File: src/sv/u128_pkg.sv
package u128_pkg;

   typedef enum logic [3:0] {
      OP_ADD = 4'd0,
      OP_SUB = 4'd1,
      OP_MUL = 4'd2,
      OP_DIV = 4'd3,
      OP_MOD = 4'd4,
      OP_AND = 4'd5,
      OP_OR  = 4'd6,
      OP_XOR = 4'd7,
      OP_NOT = 4'd8,
      OP_SHL = 4'd9,
      OP_SHR = 4'd10
   } op_type;

   typedef enum logic [1:0] {
      ST_OK   = 2'd0,
      ST_OVF  = 2'd1,
      ST_NEG  = 2'd2,
      ST_DIV0 = 2'd3
   } status_type;

   typedef struct packed {
      logic [3:0]  mode;
      logic [63:0] a_low;
      logic [63:0] a_high;
      logic [63:0] b_low;
      logic [63:0] b_high;
      logic [6:0]  shift_amount;
   } req_type;

   typedef struct packed {
      logic [63:0] result_low;
      logic [63:0] result_high;
      logic [1:0]  status;
   } rsp_type;

endpackage

File: src/sv/uint128_checked_alu.sv
// Add, sub, logic and shift words go from S_RUN straight to S_DONE.
// Mul, div and mod (with a nonzero divisor) also pass through S_ITER, where one shared
// adder/subtractor runs one operand bit per cycle.
// One word is in flight at a time; req_ready is low while a word is being worked,
// and it rises again in the cycle after the result is taken.
// Synchronous active-high reset returns to idle and drops rsp_valid.
module uint128_checked_alu #(
   parameter int HALF_WIDTH = 64
) (
   input  logic               clock,
   input  logic               reset,
   input  logic               req_valid,
   output logic               req_ready,
   input  u128_pkg::req_type  req_data,
   output logic               rsp_valid,
   input  logic               rsp_ready,
   output u128_pkg::rsp_type  rsp_data
);

   localparam int DW = 2 * HALF_WIDTH;
   localparam int CW = $clog2(DW + 1);

   typedef enum logic [1:0] {
      S_IDLE,
      S_RUN,
      S_ITER,
      S_DONE
   } state_type;

   state_type             state_ff;
   logic [3:0]            mode_ff;
   logic [6:0]            sh_ff;
   logic [DW-1:0]         a_ff;
   logic [DW-1:0]         b_ff;
   logic [DW-1:0]         acc_ff;
   logic [DW-1:0]         q_ff;
   logic                  ovf_ff;
   logic [CW-1:0]         cnt_ff;
   logic                  rsp_valid_ff;
   logic [DW-1:0]         res_ff;
   logic [1:0]            status_ff;

   // shared adder/subtractor
   logic [DW-1:0] op_x;
   logic [DW-1:0] op_y;
   logic          op_sub;
   logic [DW:0]   sum;

   assign sum = op_sub ? ({1'b0, op_x} - {1'b0, op_y}) : ({1'b0, op_x} + {1'b0, op_y});

   logic [DW-1:0] mul_sh;
   logic [DW-1:0] div_rr;
   logic          div_out;
   logic [CW-1:0] bit_idx;

   assign bit_idx = cnt_ff - CW'(1);
   assign mul_sh  = {acc_ff[DW-2:0], 1'b0};
   assign div_out = acc_ff[DW-1];
   assign div_rr  = {acc_ff[DW-2:0], a_ff[bit_idx[$clog2(DW)-1:0]]};

   always_comb begin
      op_x   = a_ff;
      op_y   = b_ff;
      op_sub = 1'b0;
      case (state_ff)
         S_ITER: begin
            if (mode_ff == u128_pkg::OP_MUL) begin
               op_x = mul_sh;
               op_y = a_ff;
            end else begin
               op_x   = div_rr;
               op_y   = b_ff;
               op_sub = 1'b1;
            end
         end
         default: begin
            op_sub = (mode_ff == u128_pkg::OP_SUB);
         end
      endcase
   end

   logic [DW-1:0] shl_v;
   logic [DW-1:0] shr_v;
   assign shl_v = (32'(sh_ff) >= DW) ? '0 : (a_ff << sh_ff);
   assign shr_v = (32'(sh_ff) >= DW) ? '0 : (a_ff >> sh_ff);

   assign req_ready = (state_ff == S_IDLE);
   assign rsp_valid = rsp_valid_ff;
   assign rsp_data.result_low  = 64'(res_ff[HALF_WIDTH-1:0]);
   assign rsp_data.result_high = 64'(res_ff[DW-1:HALF_WIDTH]);
   assign rsp_data.status      = status_ff;

   always_ff @(posedge clock) begin
      if (reset) begin
         state_ff     <= S_IDLE;
         rsp_valid_ff <= 1'b0;
      end else begin
         case (state_ff)
            S_IDLE: begin
               if (req_valid) begin
                  mode_ff  <= req_data.mode;
                  sh_ff    <= req_data.shift_amount;
                  a_ff     <= {req_data.a_high[HALF_WIDTH-1:0],
                               req_data.a_low[HALF_WIDTH-1:0]};
                  b_ff     <= {req_data.b_high[HALF_WIDTH-1:0],
                               req_data.b_low[HALF_WIDTH-1:0]};
                  acc_ff   <= '0;
                  q_ff     <= '0;
                  ovf_ff   <= 1'b0;
                  cnt_ff   <= CW'(DW);
                  state_ff <= S_RUN;
               end
            end
            S_RUN: begin
               status_ff <= u128_pkg::ST_OK;
               res_ff    <= '0;
               state_ff  <= S_DONE;
               case (mode_ff)
                  u128_pkg::OP_ADD: begin
                     if (sum[DW]) status_ff <= u128_pkg::ST_OVF;
                     else res_ff <= sum[DW-1:0];
                  end
                  u128_pkg::OP_SUB: begin
                     if (sum[DW]) status_ff <= u128_pkg::ST_NEG;
                     else res_ff <= sum[DW-1:0];
                  end
                  u128_pkg::OP_MUL: state_ff <= S_ITER;
                  u128_pkg::OP_DIV, u128_pkg::OP_MOD: begin
                     if (b_ff == '0) status_ff <= u128_pkg::ST_DIV0;
                     else state_ff <= S_ITER;
                  end
                  u128_pkg::OP_AND: res_ff <= a_ff & b_ff;
                  u128_pkg::OP_OR:  res_ff <= a_ff | b_ff;
                  u128_pkg::OP_XOR: res_ff <= a_ff ^ b_ff;
                  u128_pkg::OP_NOT: res_ff <= ~a_ff;
                  u128_pkg::OP_SHL: res_ff <= shl_v;
                  u128_pkg::OP_SHR: res_ff <= shr_v;
                  default: res_ff <= '0;
               endcase
            end
            S_ITER: begin
               cnt_ff <= bit_idx;
               if (mode_ff == u128_pkg::OP_MUL) begin
                  if (b_ff[bit_idx[$clog2(DW)-1:0]]) begin
                     acc_ff <= sum[DW-1:0];
                     if (acc_ff[DW-1] || sum[DW]) ovf_ff <= 1'b1;
                  end else begin
                     acc_ff <= mul_sh;
                     if (acc_ff[DW-1]) ovf_ff <= 1'b1;
                  end
               end else begin
                  if (div_out || !sum[DW]) begin
                     acc_ff <= sum[DW-1:0];
                     q_ff   <= {q_ff[DW-2:0], 1'b1};
                  end else begin
                     acc_ff <= div_rr;
                     q_ff   <= {q_ff[DW-2:0], 1'b0};
                  end
               end
               if (bit_idx == '0) begin
                  state_ff <= S_DONE;
               end
            end
            S_DONE: begin
               if (!rsp_valid_ff) begin
                  if (mode_ff == u128_pkg::OP_MUL) begin
                     status_ff <= ovf_ff ? u128_pkg::ST_OVF : u128_pkg::ST_OK;
                     res_ff    <= ovf_ff ? '0 : acc_ff;
                  end else if ((mode_ff == u128_pkg::OP_DIV) && cnt_ff == '0) begin
                     res_ff    <= q_ff;
                     status_ff <= u128_pkg::ST_OK;
                  end else if ((mode_ff == u128_pkg::OP_MOD) && cnt_ff == '0) begin
                     res_ff    <= acc_ff;
                     status_ff <= u128_pkg::ST_OK;
                  end
                  rsp_valid_ff <= 1'b1;
               end else if (rsp_ready) begin
                  rsp_valid_ff <= 1'b0;
                  state_ff     <= S_IDLE;
               end
            end
            default: state_ff <= S_IDLE;
         endcase
      end
   end

endmodule

File: config.mk
export PLATFORM = sky130hd
export DESIGN_NAME = uint128_checked_alu
export DESIGN_NICKNAME = d
export VERILOG_FILES = /design/src/sv/u128_pkg.sv /design/src/sv/uint128_checked_alu.sv
export SDC_FILE = /design/constraint.sdc
export NUM_CORES = 2
export LEC_CHECK = 0
export BUFFER_PORTS_ARGS = -buffer_cell sky130_fd_sc_hd__buf_2
export CAP_MARGIN = 15
export CORE_MARGIN = 10
export CORE_UTILIZATION = 35
export CTS_BUF_LIST = sky130_fd_sc_hd__clkbuf_4
export DETAILED_ROUTE_END_ITERATION = 16
export PLACE_DENSITY_LB_ADDON = 0.3
export SLEW_MARGIN = 20
export SYNTH_ARGS = -nofsm -noshare
export SYNTH_HDL_FRONTEND = slang
export SYNTH_SLANG_ARGS = --single-unit
File: constraint.sdc
create_clock -name clock -period 22.5 [get_ports clock]
set_clock_uncertainty 0.1 [all_clocks]
set_input_delay 6.75 -clock clock [delete_from_list [all_inputs] [get_ports clock]]
set_output_delay 6.75 -clock clock [all_outputs]
set_load 0.01 [all_outputs]
; After elaboration in Yosys (flattened, before gate mapping)
; Index checks and enable logic that the tools add are counted.
[totals]
register_bits = 665
in_bits = 271
output_inout_bits = 132
wordCells = 120
[op_classes]
n_addsub = 3
magnitude_cmp = 1
eq_ne = 23
n_shift = 2
mux = 54
n_bitwise = 5
reduce_logical = 20
[ops]
columns = operator, count
row1 = $mux W128, 14
row2 = $pmux W128 S7, 1
row3 = $pmux W128 S2, 3
row4 = $add A128 B128 Y129, 1
row5 = $mux W129, 1
row6 = $sub A128 B128 Y129, 1
row7 = $and A128 B128 Y128, 1
row8 = $logic_not A128 Y1, 1
row9 = $not A128 Y128, 1
row10 = $or A128 B128 Y128, 1
row11 = $shl A128 B7 Y128, 1
row12 = $shr A128 B7 Y128, 1
row13 = $xor A128 B128 Y128, 1
row14 = $mux W2, 10
row15 = $eq A4 B3 Y1 const B, 4
row16 = $logic_not A8 Y1, 2
row17 = $mux W1, 16
row18 = $pmux W8 S2, 1
row19 = $bmux W1 S7, 2
row20 = $ne A2 B2 Y1 const B, 7
row21 = $eq A4 B4 Y1 const B, 3
row22 = $reduce_and A4 Y1, 3
row23 = $eq A4 B2 Y1 const B, 2
row24 = $lt A7 B8 Y1 const B, 1
row25 = 21 further kinds, 29

; Longest topological paths before layout
[logic_depth]
word_depth = 12
ltp_mapped = 39
mapped_depth_nobuf = 27

; Least setup slack after synthesis
; No wires, ideal clock.
[synth_path]
path_type = input -> register
start = input req_valid
end = register a_ff[0], enable pin
setup_ns = 0.900
arrival_ns = 17.879
required_time_ns = 21.500
setup_slack_ns = 3.621
cell_stages = 2
path_buffers = 0
cell_sequence = nand2_1 > nor2_1
[synth_between]
elab_chain_len = 1
[synth_lines]
columns = element, line
row1 = start: declaration, uint128_checked_alu.sv:12  ; input logic req_valid,
row2 = $reduce_and A3 Y1 (no source line), n/a
row3 = end signal: assignment, uint128_checked_alu.sv:103  ; a_ff <= {req_data.a_high[HALF_WIDTH-1:0],
row4 = end: declaration, uint128_checked_alu.sv:33  ; logic [DW-1:0] a_ff;
; Every way passes these cells.
; A chain may end at the register's enable or synchronous reset.

; Worst setup path after layout
[layout_path]
start = register mode_ff[0]
end = register acc_ff[36], data pin
[layout_between]
elab_chain_len = 10
word_cells_on_any_way = 17
classes_between = add/sub (2) / eq/ne (2) / mux (11) / reduce/logical (2)
[layout_lines]
columns = element, line
row1 = start: declaration, uint128_checked_alu.sv:31  ; logic [3:0] mode_ff;
row2 = start signal: assignment, uint128_checked_alu.sv:101  ; mode_ff <= req_data.mode;
row3 = $eq A4 B2 Y1, "uint128_checked_alu.sv:67, uint128_checked_alu.sv:143"
row4 = $mux W1 / $mux W128 (equally long branches), uint128_checked_alu.sv:67  ; if (mode_ff == u128_pkg::OP_MUL) begin
row5 = $mux W128, uint128_checked_alu.sv:65  ; case (state_ff)
row6 = $add A128 B128 Y129 / $sub A128 B128 Y129 (equally long branches), uint128_checked_alu.sv:49  ; assign sum = op_sub ? ({1'b0, op_x} - {1'b0, op_y}) : ({1'b0, op_x} + {1'b0, op_y});
row7 = $mux W129, uint128_checked_alu.sv:49
row8 = $logic_not A1 Y1, uint128_checked_alu.sv:152  ; if (div_out || !sum[DW]) begin
row9 = $logic_or A1 B1 Y1, uint128_checked_alu.sv:152
row10 = $mux W128, uint128_checked_alu.sv:152
row11 = $mux W128 *, uint128_checked_alu.sv:143  ; if (mode_ff == u128_pkg::OP_MUL) begin
row12 = $pmux W128 S2 *, uint128_checked_alu.sv:98  ; case (state_ff)
row13 = end signal: assignment, uint128_checked_alu.sv:145  ; acc_ff <= sum[DW-1:0];
row14 = end signal: assignment, uint128_checked_alu.sv:153  ; acc_ff <= sum[DW-1:0];
row15 = end signal: assignment, uint128_checked_alu.sv:156  ; acc_ff <= div_rr;
row16 = end: declaration, uint128_checked_alu.sv:35  ; logic [DW-1:0] acc_ff;
; Mark *: on every way between the ends. The rest lies on a longest branch, timed or not.

==> metrics.md <==
| Metric | Value |
|---|---|
| Status | finished clean |
| Max Slew Vio Count | 0 |
| Max Cap Viol | 0 |
| CP max FO | approximately 130 |
| CTS Root Cell | clkbuf_4 |
| Crit share post-route | 50.4% |
| Input/output buffers | between 400 and 500 |
| PostCTS Resize Cnt | 0 |
| Bufs on Longest Clock Path | 3 |
| Post-synth net total | approximately 9000 |
| Slew headroom | 11.1% |
| #FFs+latches synth | 665 |
| Vias per cell | about 6.7 |
| Slew @ Worst Pin | 1300 ps |
| Dpl cell area | 76500 µm² |
| Final Setup Violations | 0 |
| Fmax | 88.2 MHz |
| Initial antenna violation count | 80 |
| Crit path capture type | register |
| Fillers | roughly 21000 |
| Largest net degree at the start of global routing | about 130 |
| DRT Wirelength | roughly 480 mm |
| Area grow syn2layout | 11.2% |
| Chip width | approximately 470 µm |
| Crit path DAT | around 12000 ps |
| FFs w/ async S/R, synth | 0% |
| Share of the synthesized area in the top cell type | 28.0% |
| Vias in the first global route | roughly 72000 |
| Post-synth EDFFs | around 660 |
| Placed Cells incl. Taps | 10906 |
| Final Cell Area | between 70000 and 80000 µm² |
| Die H | 471 µm |
| Die area | about 220000 µm² |
| Synth warn | 0 |
| Total number of vias | about 76000 |
| CTS Buf Count | approximately 190 |
| Cells after Synth | roughly 8200 |
| Post-DR wirelength/cell | 42.9 µm |
| Finished Core Util | about two fifths |
| Hold-fix buffers, CTS | 0 |
| Peak supply drop | 0.0883 mV |
| Syn avg cell area | ~8.7 µm² |
| Clk sinks | around 670 |
| Synth area leader | edfxtp_1 |
| HP Class | register to register |
| DRT Pass-1 Iters | 7 |
| Ys flop type | edfxtp_1 |
| CORE AREA | about 200000 µm² |
| Post-synthesis cell type count | just over 90 |
| I/O pins | 403 |
| GRT overflow | 0 |
| Post-Synthesis Cell Area | just over 70000 µm² |
| Register area share after synthesis | about 28% |
| H-tree depth | 4 |
| Tmin final | between 10000 and 15000 ps |
| Startpoint Class | register |
| TritonCTS clock tree | done |
| # nets final | 9088 |
| GR Util All Layers | 41.7% |
| Postcts setup bufs | 0 |
| Synth cell count leaders | 918 x nor2_1, 867 x nand2_1, 744 x a21oi_1, 662 x edfxtp_1, 639 x o21ai_0 |
| Drc violations | 0 |
| Req. time, crit path | 23420 ps |
| # rows | between 150 and 200 |
| Initial DRC Count | 11674 |
| Fin cells | ~11000 |
| P per Cell Area | approximately 140 nW/µm² |
| First-pass GRT wire length | roughly 640 mm |
| Antenna-violating nets left | 0 |
| Clk slew on worst S/H paths | ~70 ps |
| Leak pwr | between 20 and 30 nW |
| Initial Util | a little over a third |
| Top cells by area, synth | edfxtp_1 28%, mux4_2 11%, ha_1 6.9%, mux2i_1 6.7%, a21oi_1 5.2% |
| Clk Latency, worst-skew pair | 1400 ps |
| CP Class | register to register |
| Hold Vio Cnt, Final | 0 |
| RSZ-0062 raised after global routing | false |
| Top-count cell post-synth | nor2_1 |
| Tot Pwr | approximately 11 mW |
| Share of cells above drive strength 1 | about a fifth |
| Sum of negative setup slack | 0 ps |
| HPWL Detailed | slightly below 400 mm |
| GP Congestion | 1.09 |
[worst max-delay path, cell delays in order (launching register included)]
cell	delay [ps]
edfxtp_1	610
or4b_1	930
nor2_8	460
buf_12	550
buf_4	720
buf_4	680
nand3_1	140
a21oi_1	250
or3b_2	490
nor4_1	480
nand3_1	170
a21oi_1	250
xnor2_1	150
ha_1	460
nand4_1	200
nor4_1	400
nand4b_1	330
nor3b_1	360
a21boi_0	410
o211ai_1	300
nand3_4	550
buf_4	610
buf_4	800
mux2i_1	290
nor2_1	50
[cells by family after synthesis]
family	after synthesis	share of synthesized area (%)
AOI/OAI and AO/OA	2245	19.5
buffers and inverters	1072	5.95
muxes	992	20.3
adders and majority gates	393	6.93
and+or+nand+nor	2595	16.3
DFF	665	28.0
xor gates and xnor gates	249	3.07
[cells in the final DEF, fill, tap and decap left out, types with 31 or more instances in the layout]
| cell | instances |
|---|---|
| a211oi_1 | 110 |
| a21o_1 | 41 |
| a21oi_1 | 743 |
| a221o_1 | 87 |
| a221oi_1 | 58 |
| a31oi_1 | 54 |
| and2_1 | 149 |
| buf_2 | 403 |
| buf_4 | 338 |
| clkbuf_4 | 265 |
| clkinv_1 | 40 |
| diode_2 | 46 |
| edfxtp_1 | 662 |
| ha_1 | 390 |
| inv_1 | 337 |
| mux2_2 | 174 |
| mux2i_1 | 477 |
| mux4_2 | 340 |
| nand2_1 | 863 |
| nand3_1 | 140 |
| nand4_1 | 96 |
| nor2_1 | 911 |
| nor2b_1 | 31 |
| nor3_1 | 153 |
| nor4_1 | 59 |
| o211ai_1 | 71 |
| o21a_1 | 44 |
| o21ai_0 | 588 |
| o21ai_1 | 48 |
| o21bai_1 | 42 |
| o221ai_1 | 63 |
| o22ai_1 | 73 |
| o31ai_1 | 48 |
| or3_1 | 32 |
| xnor2_1 | 180 |
| xor2_1 | 64 |
[power by group]
group | internal (mW) | switching, mW | total (mW)
sequential | 1.72 | 0.228 | 1.95
combinational | 2.34 | 5.38 | 7.72
clock | 0.571 | 0.607 | 1.18
total | 4.63 | 6.21 | 10.8
[cell type report]
class                      instances  area, µm²  share of cell area [%]
clock buffer                     265       1990                    2.52
multi-input combinational       6474      47200                    59.7
tap                             2672       3340                    4.23
antenna                           46        115                   0.146
inverter                         343       1320                    1.66
sequential                       665      19900                    25.2
clock inverter                    66        387                   0.489
timing repair buffer             752       4770                    6.03
[per-stage QoR]
| step | hold WS, ps | setup slack [ps] |
|---|---|---|
| after global placement | 438 | 11650 |
| after detailed placement | 439 | 11530 |
| after floorplan | 424 | 3620 |
| after global routing | 436 | 10670 |
| after CTS | 443 | 11470 |
| final | 452 | 11160 |
[worst paths after layout]
kind / slack [ps] / endpoint / start / depth (start not counted)
worst max-delay path: 11160 / acc_ff[36]$_SDFFCE_PP0P_ / mode_ff[0]$_DFFE_PP_ / 24
worst min-delay path: 450 / q_ff[11]$_SDFFCE_PP0P_ / q_ff[10]$_SDFFCE_PP0P_ / 1
worst max register to register: 11160 / acc_ff[36]$_SDFFCE_PP0P_ / mode_ff[0]$_DFFE_PP_ / 24
worst min register to register: 450 / q_ff[11]$_SDFFCE_PP0P_ / q_ff[10]$_SDFFCE_PP0P_ / 1
[state kept, by name, indices dropped and copies added, names as in the netlist]
signal and cells:
acc_ff 128, sh_ff 7, state_ff 2, mode_ff 4, q_ff 128, a_ff 128, cnt_ff 8, ovf_ff 1
status_ff 2, res_ff 128, rsp_valid 1, b_ff 128
[metal layers]
metal | vias up | part of all wire [%] | track usage, % | routed length, µm
met5 | - | 0.041 | 0 | 197
met4 | 30 | 9.7 | 31.7 | 46900
met3 | 1291 | 10 | 11.1 | 48500
met2 | 5556 | 43 | 63.8 | 209000
met1 | 37520 | 37 | 49.9 | 180000
li1 | 31131 | - | - | -
No activity file was read; power rests on OpenSTA's default activity.
